`src/rtl/trl_pkg.sv`:
```
// shared types and constants of the tunnel replication lookup block
`default_nettype none

package trl_pkg;

	// width of call, tunnel and interface ids
	localparam int ID_W = 10;

	// command codes
	typedef enum logic [2:0] {
		CMD_PACKET = 3'd0,
		CMD_IFACE  = 3'd1,
		CMD_TUNNEL = 3'd2,
		CMD_KIND   = 3'd3,
		CMD_SLOT   = 3'd4
	} trl_cmd_t;

	// call type codes
	localparam logic [1:0] KIND_OTHER = 2'd0;
	localparam logic [1:0] KIND_SRB   = 2'd1;
	localparam logic [1:0] KIND_DRB   = 2'd2;

	// one tunnel slot entry
	typedef struct packed {
		logic            valid;
		logic [ID_W-1:0] id;
	} trl_entry_t;

	// fixed part of a walk descriptor: fallback result and rx iface rewrite
	typedef struct packed {
		logic            rxw;
		logic            write;
		logic            inval;
		logic [ID_W-1:0] tun;
	} trl_fixed_t;

endpackage

`default_nettype wire

```
`src/rtl/trl_back.sv`:
```
// back part: walks a descriptor and emits one result per cycle while the queue is not empty
`default_nettype none

module trl_back #(
	parameter int SLOTS = 4
) (
	input  wire logic                                 clk,
	input  wire logic                                 arst_n,
	input  wire logic                                 q_empty,
	input  wire logic [SLOTS-1:0]                     head_mask,
	input  wire logic [SLOTS-1:0][trl_pkg::ID_W-1:0]  head_tun,
	input  wire trl_pkg::trl_fixed_t                  head_fixed,
	output logic                                      pop,
	output logic                                      done,
	output logic                                      tx_tunnel_write,
	output logic                                      tx_tunnel_invalid,
	output logic [trl_pkg::ID_W-1:0]                  tx_tunnel,
	output logic                                      rx_iface_write,
	output logic                                      is_duplicate,
	output logic                                      last
);
	import trl_pkg::*;

	logic [1:0]       cnt_q;
	logic [SLOTS-1:0] rem_q;
	logic [SLOTS-1:0] cur;
	logic [SLOTS-1:0] low;
	logic [SLOTS-1:0] nxt;
	logic [ID_W-1:0]  tun_sel;
	logic             emit;
	logic             fin;

	// remaining slots, lowest one goes next
	assign cur  = (cnt_q == 2'd0) ? head_mask : rem_q;
	assign low  = cur & (~cur + SLOTS'(1));
	assign nxt  = cur & ~low;
	assign emit = !q_empty;
	assign fin  = (cur == '0) || (nxt == '0) || (cnt_q == 2'd3);
	assign pop  = emit && fin;

	always_comb begin
		tun_sel = '0;
		for (int s = 0; s < SLOTS; s++) begin
			if (low[s]) begin
				tun_sel = head_tun[s];
			end
		end
	end

	// walk position and result strobe
	always_ff @(posedge clk or negedge arst_n) begin
		if (!arst_n) begin
			cnt_q <= 2'd0;
			rem_q <= '0;
			done  <= 1'b0;
		end else begin
			done <= emit;
			if (emit) begin
				if (fin) begin
					cnt_q <= 2'd0;
				end else begin
					cnt_q <= cnt_q + 2'd1;
					rem_q <= nxt;
				end
			end
		end
	end

	// result fields
	always_ff @(posedge clk) begin
		if (emit) begin
			rx_iface_write <= head_fixed.rxw;
			is_duplicate   <= cnt_q != 2'd0;
			last           <= fin;
			if (cur == '0) begin
				tx_tunnel_write   <= head_fixed.write;
				tx_tunnel_invalid <= head_fixed.inval;
				tx_tunnel         <= head_fixed.tun;
			end else begin
				tx_tunnel_write   <= 1'b1;
				tx_tunnel_invalid <= 1'b0;
				tx_tunnel         <= tun_sel;
			end
		end
	end

	// a packet's results come in consecutive cycles
	a_results_back_to_back: assert property (@(posedge clk) disable iff (!arst_n)
		done && !last |=> done)
		else $error("result train broken before last");

	// copies always replace the tunnel
	a_dup_writes: assert property (@(posedge clk) disable iff (!arst_n)
		done && is_duplicate |-> tx_tunnel_write && !tx_tunnel_invalid)
		else $error("duplicate without tunnel write");

	// invalid marker only on a single-result packet
	a_marker_single: assert property (@(posedge clk) disable iff (!arst_n)
		done && tx_tunnel_invalid |-> last && !is_duplicate && tx_tunnel_write)
		else $error("invalid marker on a multi-result packet");

endmodule

`default_nettype wire

```
`config.mk`:
```
export PLATFORM = sky130hd
export DESIGN_NAME = trl_back
export DESIGN_NICKNAME = d
export VERILOG_FILES = /design/src/rtl/trl_pkg.sv /design/src/rtl/trl_back.sv
export SDC_FILE = /design/constraint.sdc
export NUM_CORES = 1
export LEC_CHECK = 0
export ABC_CLOCK_PERIOD_IN_PS = 1650
export BUFFER_PORTS_ARGS = -buffer_cell sky130_fd_sc_hd__buf_2
export CAP_MARGIN = 30
export CORE_AREA = 5 5 77 58
export CTS_CLUSTER_DIAMETER = 200
export CTS_CLUSTER_SIZE = 16
export DETAILED_ROUTE_END_ITERATION = 10
export DIE_AREA = 0 0 82 63
export PLACE_DENSITY = 0.77
export SYNTH_ARGS = -nofsm -noshare
export SYNTH_HDL_FRONTEND = slang
export SYNTH_SLANG_ARGS = --single-unit
```
`constraint.sdc`:
```
create_clock -name clk -period 1.65 [get_ports clk]
set_clock_uncertainty 0.15 [all_clocks]
set_input_delay 0.0825 -clock clk [delete_from_list [all_inputs] [get_ports clk]]
set_output_delay 0.0825 -clock clk [all_outputs]
set_load 0.05 [all_outputs]
```
* Yosys cells after proc, flatten, opt, wreduce, memory -nomap -nowiden
Cells that the tools add are included.
Word-level totals: register bits 22, bits of input ports 60, word-level logic and storage cells 34, output and inout bits 17
Operators by class: equality and inequality tests 1, bitwise logic cells 6, reductions and logical operators 9, $add $sub $neg 2, muxes and demuxes 7
Operators by type and width (count):
- 10-bit 2-to-1 mux | 5
- 4-bit bitwise AND | 2
- 4-bit zero test | 2
- 4-bit inverter | 2
- 4-bit by 1-bit adder with 4-bit output, second input constant | 1
- 4-bit 2-to-1 mux | 1
- 2-bit by 1-bit adder with 2-bit output, second input constant | 1
- 2-bit equality test, second input constant | 1
- 2-bit zero test | 1
- 1-bit logical OR | 2
- 2-bit 2-to-1 mux | 1
- 1-bit inverter | 2
- 2-bit AND reduction | 1
- 2-bit nonzero test | 1
- 1-bit logical AND | 1
- 1-bit zero test | 1

* Depth between registers and ports, before layout
depth in word-level cells 12, gate-level depth with buffers 8, mapped depth without buffers 6

* Least setup slack after synthesis
Ideal clock, no wire load.
path type reg2out, from register cnt_q[0], to output port pop, required time 1.417 ns, path buffers 1, slack -0.266 ns, arrival 1.684 ns, cell stages (with the launch flop) 7, cell sequence dfrtp_1 -> inv_1 -> ha_1 -> buf_6 -> mux2_4 -> a21oi_2 -> o21a_1
Between the ends: longest elaborated chain between the ends 11, elaborated cells on any way between the ends 13, classes of those cells add/sub (1); eq/ne (1); mux (1); bitwise (4); reduce/logical (6)
Ends and longest elaborated chain:
- start: declaration | line trl_back.sv:24 | logic [1:0] cnt_q;
- start signal: assignment | line trl_back.sv:62 | cnt_q <= cnt_q + 2'd1;
- 2-bit zero test | line trl_back.sv:34 | assign cur = (cnt_q == 2'd0) ? head_mask : rem_q;
- 4-bit 2-to-1 mux | line trl_back.sv:34
- 4-bit inverter | line trl_back.sv:35 | assign low = cur & (~cur + SLOTS'(1));
- 4-bit by 1-bit adder with 4-bit output | line trl_back.sv:35
- 4-bit bitwise AND | line trl_back.sv:35
- 4-bit inverter | line trl_back.sv:36 | assign nxt = cur & ~low;
- 4-bit bitwise AND | line trl_back.sv:36
- 4-bit zero test | line trl_back.sv:38 | assign fin = (cur == '0) || (nxt == '0) || (cnt_q == 2'd3);
- 1-bit logical OR | line trl_back.sv:38
- 1-bit logical OR * | line trl_back.sv:38
- 1-bit logical AND * | line trl_back.sv:39 | assign pop = emit && fin;
- end: declaration | line trl_back.sv:13 | output logic pop,
Every way passes the cells marked *; elsewhere a longest branch is shown, timed or not.

* Final worst setup path
from register cnt_q[1], to output port pop
The elaborated chain is that of the path after synthesis.

==> qor.csv <==
metric,value,unit
start_util,0.373,
synth_edf_count,15,
netlist_area,1380,um2
power.clock.fraction,0.082,
synth_area_leaders,"edfxtp_1 (33%), dfrtp_1 (11%), mux2i_1 (8.0%)",
cts.reportedPaths.clkPinSlew,0.08,ns
die_y,63,um
maxSlewViolCount,0,
fp-row-count,19,
num_vias,1530,
ir_drop,737,uV
die_area,5170,um2
start_kind,register,
syn_inst,138,
clock-sinks,21,
placed_cells_incl_taps,276,
synthFlopType,edfxtp_1,
dpl.hpwl,3400,um
violations,negative setup slack,
crit_chain,"inv_2, ha_4, mux2_4, a21oi_4, o21a_2, buf_8",
cts-root-buf,clkbuf_8,
antenna_found_initial,0,
overflow,0,
drc_errors,0,
hold_class,in2async,
final_common_cell,buf_2,
ys_seq_area_frac,0.434,
endpoint_kind,primary output,
path_max_fanout,8,
power,4.23,mW
syn_avg_cell_area,10.0,um2
cts_tree,done,
grt_first_pass_wirelength,6730,um
power_switching,1.95,mW
worst-path-buf-inv,2,
async_reset_ff_frac,0.286,
cts_buffers,3,
slowest_stage,dfrtp_1,
hold_ws,0.0165,ns
synth.distinct_cells,37,
period_needed,1.95,ns
grt_pass1_vias,1488,
finalSetupViolCount,19,
clock.fmax,513,MHz
post_drt_wl_per_cell,15.6,um
drtIter0Drc,101,
final.period_utilization,1.18,
critPathMaxStageDelay,0.40,ns
drive_gt1_frac,0.506,
die_w,82,um
ys_seq_elements,21,
syn_nets,200,
routed_wl,4680,um
p_per_area,1910,nW/um2
stdcell_count,299,
core,3710,um2
status,"finished, violations left",
critical-path-top-delay-family,flip-flops,
rsz0062_at_grt,yes,
slew_headroom,0.752,
path_class,reg2out,
power_frac_comb,0.692,
internal_power,2.28,mW
seqPwrFrac,0.226,
synth_top_area_cell,edfxtp_1,
postRouteAntennaNets,0,
nets,310,
fillers,319,
grt_usage,0.168,
h-tree-depth,1,
sw_frac_of_total,0.461,
ios,77,
port_buffers,76,
clock_latency,0.27,ns
synth_top_cell_area_share,0.325,
cts_buffer_depth,2,
place_congestion,0.825,
final_cell_mix,"buf_2 (75), buf_4 (22), a21oi_1 (19), edfxtp_1 (15), nand2_1 (14)",
vias_per_cell,5.12,
antennaDiodeCount,0,
arrival,1.72,ns
crit_required,1.42,ns
hold_viol,0,
p_leak,1.01,nW
tns,-3.91,ns
post-route-util,0.596,
drt_pass1_iterations,5,
setup_slack,-0.299,ns
tightest_slew,0.370,ns
maxCapViolCount,0,
grt_max_degree,17,
area_growth,59.8,%
yosys_warnings,0,
-- metrics by stage --
stage               area, um2  worst slack [ns]
floorplan                1400            -0.105
global placement         1930            -0.159
detailed placement       1930            -0.167
CTS                      2180            -0.270
global route             2210            -0.374
finish                   2210            -0.299
-- state kept, by name, summed over array words and instances (netlist names) --
| signal | cells |
|---|---|
| rem_q | 3 |
| tx_tunnel_invalid | 1 |
| cnt_q | 2 |
| done | 1 |
| tx_tunnel_write | 1 |
| rx_iface_write | 1 |
| is_duplicate | 1 |
| tx_tunnel | 10 |
| last | 1 |
-- worst register-to-register path: stages (launching register included) --
cell and delay (ns):
dfrtp_1 0.40, inv_2 0.09, ha_4 0.20, buf_4 0.13, mux2i_1 0.20, buf_6 0.20
mux2i_2 0.25, o21ai_1 0.08
-- power groups by stage --
stage / Clock [mW] / Sequential, mW / Combinational (mW)
detailed placement: 0 / 0.961 / 2.56
global placement: 0 / 0.955 / 2.50
finish: 0.347 / 0.958 / 2.93
floorplan: 0 / 1.46 / 1.32
global route: 0.380 / 0.971 / 3.13
CTS: 0.350 / 0.953 / 2.79
-- cell families after synthesis --
family	after synthesis	synth area share
and+or+nand+nor	36	0.151
DFF	21	0.434
adders and majority gates	2	0.0181
muxes	12	0.0904
buffers and inverters	15	0.0624
AOI/OAI and AO/OA	52	0.244
-- cell type report --
cell class / instances / area [um2] / area share
Clock inverter: 1 / 5.00 / 0.00226
Multi-Input combinational cell: 102 / 749 / 0.339
Timing Repair Buffer: 115 / 731 / 0.331
Tap cell: 52 / 65.1 / 0.0294
Sequential cell: 21 / 601 / 0.272
Inverter: 5 / 18.8 / 0.00849
Clock buffer: 3 / 41.3 / 0.0187
-- per-layer routing --
layer / up-vias / wire, um / global-route usage
met2: 68 / 2320 / 0.292
met5: - / 0 / 0
met1: 720 / 1920 / 0.202
li1: 738 / - / -
met3: 4 / 394 / 0.0432
met4: 0 / 42 / 0.0436
-- final timing paths --
path | from | to | slack (ns) | cells after the start
max | cnt_q[1] | pop | -0.30 | 6
min reg2reg | rem_q[3] | rem_q[3] | 0.41 | 1
min | arst_n | done | 0.02 | 2
max in group asynchronous | arst_n | rem_q[3] | 1.18 | 2
min in group clk | head_fixed[0] | tx_tunnel[0] | 0.02 | 3
max reg2reg | cnt_q[1] | tx_tunnel[5] | -0.30 | 7
-- synth_stat cells, types with 3 or more instances --
cell and instances:
inv_1 5, o21ai_1 6, o22ai_1 3, a21oi_1 19, dfrtp_1 6, edfxtp_1 15
buf_6 3, o21ai_0 5, buf_2 6, mux2i_1 11, nand3b_1 9, nand2_1 14
a31oi_1 9
-- timing repair --
action                                 in CTS  in global routing
endpoints found under the hold margin      18                  0
hold buffers                               13                  0
setup endpoints to repair                  16                 19
resized for setup                          10                  4
setup buffers                               3                  3
pin swaps                                   2                  2
No activity file was read; power rests on OpenSTA's default activity.
