<file path="src/rtl/trl_queue.sv">
// two-entry descriptor queue between front and back parts
`default_nettype none

module trl_queue #(
	parameter int WIDTH = 8
) (
	input  wire logic             clk,
	input  wire logic             arst_n,
	input  wire logic             push,
	input  wire logic [WIDTH-1:0] push_data,
	output logic                  full,
	input  wire logic             pop,
	output logic                  empty,
	output logic [WIDTH-1:0]      head
);

	logic [WIDTH-1:0] mem_q [2];
	logic             wr_ptr_q;
	logic             rd_ptr_q;
	logic [1:0]       count_q;

	assign full  = count_q == 2'd2;
	assign empty = count_q == 2'd0;
	assign head  = mem_q[rd_ptr_q];

	// pointers and fill count
	always_ff @(posedge clk or negedge arst_n) begin
		if (!arst_n) begin
			wr_ptr_q <= 1'b0;
			rd_ptr_q <= 1'b0;
			count_q  <= 2'd0;
		end else begin
			if (push) begin
				wr_ptr_q <= !wr_ptr_q;
			end
			if (pop) begin
				rd_ptr_q <= !rd_ptr_q;
			end
			if (push && !pop) begin
				count_q <= count_q + 2'd1;
			end else if (pop && !push) begin
				count_q <= count_q - 2'd1;
			end
		end
	end

	// entry storage
	always_ff @(posedge clk) begin
		if (push) begin
			mem_q[wr_ptr_q] <= push_data;
		end
	end

endmodule

`default_nettype wire

</file>
<file path="config.mk">
export PLATFORM = sky130hd
export DESIGN_NAME = trl_queue
export DESIGN_NICKNAME = d
export VERILOG_FILES = /design/src/rtl/trl_queue.sv
export SDC_FILE = /design/constraint.sdc
export NUM_CORES = 1
export LEC_CHECK = 0
export ABC_AREA = 1
export BUFFER_PORTS_ARGS = -buffer_cell sky130_fd_sc_hd__buf_4
export CORE_ASPECT_RATIO = 1.1
export CORE_UTILIZATION = 53
export CTS_CLUSTER_DIAMETER = 40
export DETAILED_ROUTE_END_ITERATION = 12
export PLACE_DENSITY_LB_ADDON = 0.15
export SETUP_SLACK_MARGIN = 0.3
export SLEW_MARGIN = 20
export SYNTH_ARGS = -nofsm -noshare
export SYNTH_HDL_FRONTEND = slang
export SYNTH_SLANG_ARGS = --single-unit
</file>
<file path="constraint.sdc">
create_clock -name clk -period 2.42 [get_ports clk]
set_clock_uncertainty 0.05 [all_clocks]
set_input_delay 0.242 -clock clk [delete_from_list [all_inputs] [get_ports clk]]
set_output_delay 0.242 -clock clk [all_outputs]
set_load 0.005 [all_outputs]
</file>
Word-level counts from Yosys, hierarchy flattened
Memories as Yosys holds them, arrays and structs flattened.
Cells that the tools add are included.
- register bits: 4
- bits in writable memories: 16
- bits of input ports: 12
- output and inout bits: 10
- word-level logic and storage cells: 19
- memories kept: 1
- memories (memory ; words ; bits a word ; rd ports ; clocked after Yosys merged registers in ; write ports ; line ; source):
    mem_q ; 2 ; 8 ; 1 ; 0 ; 1 ; 17 ; logic [WIDTH-1:0] mem_q [2];
- $add $sub $neg: 2
- equal/unequal tests: 1
- muxes and demuxes: 4
- reduce and logical (&&, ||, !) cells: 8
- operators with widths (kind ; number):
    zero test 1 bit ; 4
    2-to-1 mux 2 bit ; 2
    adder 2 x 1 -> 2 bit (second input constant) ; 1
    equality test 2 bit (second input constant) ; 1
    logical AND 1 bit ; 2
    zero test 2 bit ; 1
    2-to-1 mux 1 bit ; 2
    nonzero test 2 bit ; 1
    subtractor 2 x 1 -> 2 bit (second input constant) ; 1

Longest topological paths before layout
Gate-level depths: netlist of the first run.
- depth after elaboration: 4
- depth in mapped cells: 7
- depth with buffers taken out: 7

Worst setup path after synthesis of the first run
OpenSTA, ideal clock, no wires.
- kind: register -> register
- start point: register wr_ptr_q
- end point: memory mem_q[0][0] (enable)
- setup time: 370 ps
- arrival time: 774 ps
- required time: 2000 ps
- path slack: 1226 ps
- cell stages (with the launch flop): 2
- buffers on the path: 0
- period minus slack after synthesis: 1194 ps
- cell sequence: dfrtp_1 nor2_1
- RTL lines (item ; line ; source):
    from (decl) ; 18 ; logic wr_ptr_q;
    from (signal assigned) ; 34 ; wr_ptr_q <= !wr_ptr_q;
    to (decl) ; 17 ;
Straight into the memory's write port.

Worst setup path in the final report of the first run
- start point: register rd_ptr_q
- end point: output head[3]
- longest elaborated chain between the ends: 1
- ends and longest elaborated chain (item ; line ; source):
    from (decl) ; 19 ; logic rd_ptr_q;
    from (signal assigned) ; 37 ; rd_ptr_q <= !rd_ptr_q;
    memory (2 x 8 bit) ; - ;
    to (decl) ; 14 ; output logic [WIDTH-1:0] head
No other way between the ends.

==> flow_summary.toml, run 1 <==
[outcome]
status = "complete, no violations"

[synth]
synth_area_sq_um = 818.3
ys_seq_area_frac = 0.7095
syn_avg_cell_area_sq_um = 16.37
netlist-cell-type-count = 12
yosysWarningCount = 0
syn-num-nets = 63
synthTopCellsByArea = "edfxtp_1 (59%), mux2_4 (15%), dfrtp_1 (12%)"
synth_seq_cells = 20
synth_area_leader_cell = "edfxtp_1"
synth_top_area_share = 0.5872
syn_inst = 50

[clock_network]
cts.clk_slew.worst_paths_ps = 100
clk_latency_ps = 280
cts_max_path_buffers = 2
cts.sinks = 20
cts_htree_levels = 1
cts_tree = "built"
numCtsBuffers = 3
post_cts_buffers = 0
cts.repair.resized = 0
cts-hold-fix-buffers = 1
cts-root-buf = "clkbuf_4"

[drt]
first_pass_iters = 4
wl_microns = 1060
antenna_left = 0
vias_per_cell = 4.868
drtIter0Drc = 3
drc = 0
dr_total_vias = 443
wire_per_inst_microns = 11.65

[power]
p_sw_frac = 0.2714
p_leak_nw = 0.4614
p_int_mw = 0.7532
peakVddDrop_mv = 0.6617
clockPowerShare = 0.147
cellPowerDensity_mw_per_mm2 = 1012
seq_power_share = 0.530
power_frac_comb = 0.323
p_switching_mw = 0.2806

[worst_setup_path]
reg2reg_depth = 1
path_class = "reg2out"
crit_end = "head[3]"
path_cells = "mux2_4 -> buf_4"
critical-path-max-stage-delay_ps = 680
critPathLaunchType = "flop"
critPathArrivalTime_ps = 1430
r2r_slack_ps = 1060
crit_path_top_delay_cell = "dfrtp_1"
cp_data_required_time_ps = 2130
cp-startpoint = "rd_ptr_q$_DFFE_PN0P_"
r2r-end = "mem_q[0][4]$_DFFE_PP_"
rr_startpoint = "wr_ptr_q$_DFFE_PN0P_"
cp_max_fo = 9
critPathCaptureType = "output port"

[global_routing]
grt_pass1_wl_microns = 1849
grt_max_degree = 12
grt_remaining_overflow = 0
antenna_found_initial = 0
grt_pass1_vias = 413
grt_usage = 0.1670

[finish]
antenna_cells = 0
drive_above_1_share = 0.4267
fin_util = 0.7286
syn2layout_area_growth_pct = 24.77
num-nets-final = 89
fillers = 104

[floorplan]
die_h_microns = 43.21
core_sq_mm = 0.001401
start_util = 0.5839
die_w_microns = 39.47
die_area_sq_mm = 0.001705
io_pins = 22
rows = 14

[place]
gp_congestion = 0.6444
portBuffers = 21
dp_hpwl_microns = 862

[sta]
finalHoldViolCount = 0
fin_tns_setup_ps = 0
fmax_mhz = 579.1
drv_slew = 0
slew_headroom = 0.5598
post-route-min-period_ps = 1727
setup_violations = 0
rsz0062_at_grt = "no"
worstMarginPinSlew_ps = 657.9
fin_crit_sh = 0.7136

[min_path]
hold_path.class = "in2reg"
min_from = "pop"

[run]
cap_violations = 0
## routing by layer
layer	vias to the layer above	track usage	wire length, microns	share of wire
met3	0	0.04712	52	0.049
met5	-	0	0	0
met4	0	0.04138	0	0
li1	221	-	-	-
met2	14	0.2623	571	0.54
met1	208	0.2268	436	0.41
## cell usage in the layout (no fill, tap or decap)
| master | count |
|---|---|
| ha_1 | 1 |
| dfrtp_1 | 4 |
| edfxtp_1 | 16 |
| mux2_4 | 8 |
| xnor2_1 | 1 |
| xor2_1 | 2 |
| nand4_1 | 1 |
| dlygate4sd3_1 | 1 |
| clkbuf_4 | 3 |
| buf_4 | 21 |
| clkbuf_1 | 1 |
| nor2_1 | 3 |
| nand3_1 | 1 |
| inv_1 | 7 |
| nand2_1 | 5 |
## power by group through the flow
stage                     clock, mW  combinational (mW)  sequential [mW]
final                         0.152               0.334            0.548
after global routing          0.168               0.370            0.561
after CTS                     0.153               0.339            0.550
after detailed placement          0               0.338            0.556
after global placement            0               0.330            0.549
after floorplan                   0               0.244            0.507
## cells by family (layout without fill, tap and decap cells)
| logic type | count (synthesis) | count (layout) | share of synthesized area |
|---|---|---|---|
| multiplexers | 8 | 8 | 0.1468 |
| AND/OR/NAND/NOR | 10 | 10 | 0.05046 |
| buffers and inverters | 8 | 33 | 0.04588 |
| XOR/XNOR | 3 | 3 | 0.03212 |
| flip-flops | 20 | 20 | 0.7095 |
| adder cells (fa/ha/maj) | 1 | 1 | 0.01529 |
## worst max-delay path: cells and delay by family, from the launching register on
family / cells / cell delay [ps]
buffers and inverters: 1 / 130
muxes: 1 / 340
DFF: 1 / 680
## worst min path at each step
stage                              to  slack [ps]  depth (start not counted)
2_1_floorplan  count_q[0]$_DFFE_PN0P_        -100                          0
3_3_place_gp   count_q[1]$_DFFE_PN0P_         -10                          1
3_5_place_dp   count_q[1]$_DFFE_PN0P_          -7                          1
4_1_cts         mem_q[0][1]$_DFFE_PP_          80                          1
5_1_grt         mem_q[0][1]$_DFFE_PP_          70                          1
6_report         rd_ptr_q$_DFFE_PN0P_          80                          2
## stage by stage
| stage | setup WS, ps | cell area [sq um] | hold slack [ps] | power (mW) | cells |
|---|---|---|---|---|---|
| 2_1_floorplan | 1226 | 818.3 | -103.6 | 0.7505 | 50 |
| 4_1_cts | 694.5 | 1021 | 80.17 | 1.042 | 91 |
| 3_3_place_gp | 1026 | 984.7 | -11.85 | 0.8795 | 86 |
| 5_1_grt | 636.6 | 1021 | 72.03 | 1.100 | 91 |
| 6_report | 693.1 | 1021 | 83.42 | 1.034 | 91 |
| 3_5_place_dp | 1012 | 984.7 | -6.728 | 0.8940 | 86 |
## area by class of cell
cell class                      count  area (sq um)  share of cell area
Sequential cell                    20         580.6              0.5686
Inverter                            7         26.28             0.02574
Timing Repair Buffer               22         167.7              0.1642
Tap cell                           16         20.02             0.01961
Clock buffer                        4         26.28             0.02574
Multi-Input combinational cell     22         200.2              0.1961
## flip-flops by register name, summed over array words and instances, names as in the netlist
| register | count |
|---|---|
| mem_q | 16 |
| wr_ptr_q | 1 |
| rd_ptr_q | 1 |
| count_q | 2 |
## cell usage after synthesis, drive strengths merged
| cell type | number |
|---|---|
| edfxtp | 16 |
| mux2 | 8 |
| inv | 7 |
| nand2 | 5 |
| dfrtp | 4 |
| nor2 | 3 |
| xor2 | 2 |
| buf | 1 |
| ha | 1 |
| nand3 | 1 |
| nand4 | 1 |
| xnor2 | 1 |
Power figures use the tool's default switching activity.
==> run 2: changes to the inputs <==
- CORE_UTILIZATION: 53 -> 44
- clock period: 2.42 -> 1.5 ns (I/O delays scaled with it)
==> run 2 against run 1 <==
Against the previous run: power grew 83%; non-clock buffer count grew 15; final cell count grew 18%; sequential share of layout area shrank 8.3 points; register-to-register slack lost 620 ps; first-iteration DRC count grew 100%; via count grew 15%; die area grew 19%; worst setup slack lost 660 ps; critical path type unchanged.
==> flow_summary.toml, run 2 (same netlist as run 1, synthesis figures left out) <==
[global_routing]
met2_usage = 0.2716
grt_usage = 0.1464
grt_remaining_overflow = 0
met3_usage = 0.02308
met1_usage = 0.1671
grt_pass1_wl_microns = 2125
antenna_found_initial = 0
grt_max_degree = 12
grt_pass1_vias = 493
grt.busiest_layer = "met2"

[place]
dpl_worst_slack_ps = 161.6
placed_area_sq_mm = 0.001001
dp_hpwl_microns = 883.4
portBuffers = 21
gp_congestion = 0.6139
dp.cells = 89

[power]
fin_total_pwr_mw = 1.894
peakVddDrop_mv = 0.8840
power_frac_comb = 0.430
p_switching_mw = 0.5080
clockPowerShare = 0.126
p_leak_nw = 0.5393
cellPowerDensity_mw_per_mm2 = 1579
p_int_mw = 1.386
seq_power_share = 0.444
p_sw_frac = 0.2682

[finish]
drive_above_1_share = 0.4556
final_common_cell = "buf_4"
fin_area_sq_mm = 0.001200
fin_util = 0.7265
layout_common_cells = "buf_4 (17), edfxtp_1 (16), dlygate4sd3_1 (10), buf_6 (10), mux2_4 (8)"
num-nets-final = 104
syn2layout_area_growth_pct = 46.64
max_flop_register = "mem_q"
top_regs = "mem_q: 16 flops, count_q: 2 flops"
largest_register_ffs = 16
antenna_cells = 0
instances_no_fill = 107

[run]
cap_violations = 0

[clock_network]
clk_latency_ps = 280
cts_max_path_buffers = 2
cts_htree_levels = 1
cts.sinks = 20
numCtsBuffers = 3
cts.clk_slew.worst_paths_ps = 90
cts_tree = "built"
cts-root-buf = "clkbuf_4"

[sta]
rsz0062_at_grt = "yes"
fin_tns_setup_ps = 0
holdWs_ps = 12.86
fin_ws_ps = 36.32
fmax_mhz = 683.2
worstMarginPinSlew_ps = 302.6
setup_violations = 0
post-route-min-period_ps = 1464
fin_crit_sh = 0.9758
slew_headroom = 0.7980
finalHoldViolCount = 0
drv_slew = 0

[floorplan]
core_sq_mm = 0.001652
die_h_microns = 47.23
die_w_microns = 43.12
rows = 15
start_util = 0.4955
io_pins = 22
die_area_sq_mm = 0.002036

[outcome]
status = "complete, no violations"

[drt]
wire_per_inst_microns = 12.06
first_pass_iters = 2
drc = 0
dr_total_vias = 511
drtIter0Drc = 6
vias_per_cell = 4.776
antenna_left = 0
wl_microns = 1290

[worst_setup_path]
critPathArrivalTime_ps = 1260
cp_max_fo = 5
cp_data_required_time_ps = 1300
critPathLaunchType = "flop"
r2r_slack_ps = 440
path_class = "reg2out"
critPathCaptureType = "output port"

[min_path]
hold_path.class = "in2reg"
[run 2: changes by cell type in the layout (fill, tap and decap cells not counted), sizes merged]
cell         previous run  this run
dlygate4sd3             1        10
clkbuf                  4         3
buf                    21        27
clkinv                  0         1
[run 2: what timing repair did]
item	4_1_cts	5_1_grt
hold buffers	10	0
endpoints found under the hold margin	21	0
endpoints found under the setup margin	8	10
buffers inserted	3	1
cloned	0	0
resized for setup	12	2
[run 2: worst paths after layout]
path | start | endpoint | cells past startpoint
max in group asynchronous | arst_n | count_q[0]$_DFFE_PN0P_ | 2
min reg2reg | wr_ptr_q$_DFFE_PN0P_ | wr_ptr_q$_DFFE_PN0P_ | 1
max | rd_ptr_q$_DFFE_PN0P_ | head[4] | 3
min in group asynchronous | arst_n | count_q[1]$_DFFE_PN0P_ | 2
min | push | wr_ptr_q$_DFFE_PN0P_ | 2
max reg2reg | wr_ptr_q$_DFFE_PN0P_ | mem_q[0][2]$_DFFE_PP_ | 2
[run 2: power groups by stage]
stage	logic, mW	clock network [mW]	registers, mW
floorplan	0.393	0	0.818
global placement	0.558	0	0.889
CTS	0.802	0.250	0.835
global route	0.882	0.268	0.854
detailed placement	0.572	0	0.898
finish	0.814	0.238	0.841
[run 2: layout make-up]
type | count | area [sq um]
clock buffer | 3 | 22.52
clock inverter | 1 | 3.754
fill | 120 | 451.7
inverter | 7 | 26.28
multi-input combinational | 22 | 202.7
sequential | 20 | 583.1
tap | 17 | 21.27
timing repair buffer | 37 | 340.3
[run 2: per-layer routing]
metal,vias to the layer above,routed length [microns],share of wire
li1,252,-,-
met1,245,503,0.39
met2,12,744,0.58
met3,2,39,0.030
met4,0,4,0.0031
met5,-,0,0
[run 2: critical path, stage by stage, from the launching register on]
cell	delay, ps
dfrtp_2	430
buf_6	140
mux2_4	300
buf_6	120
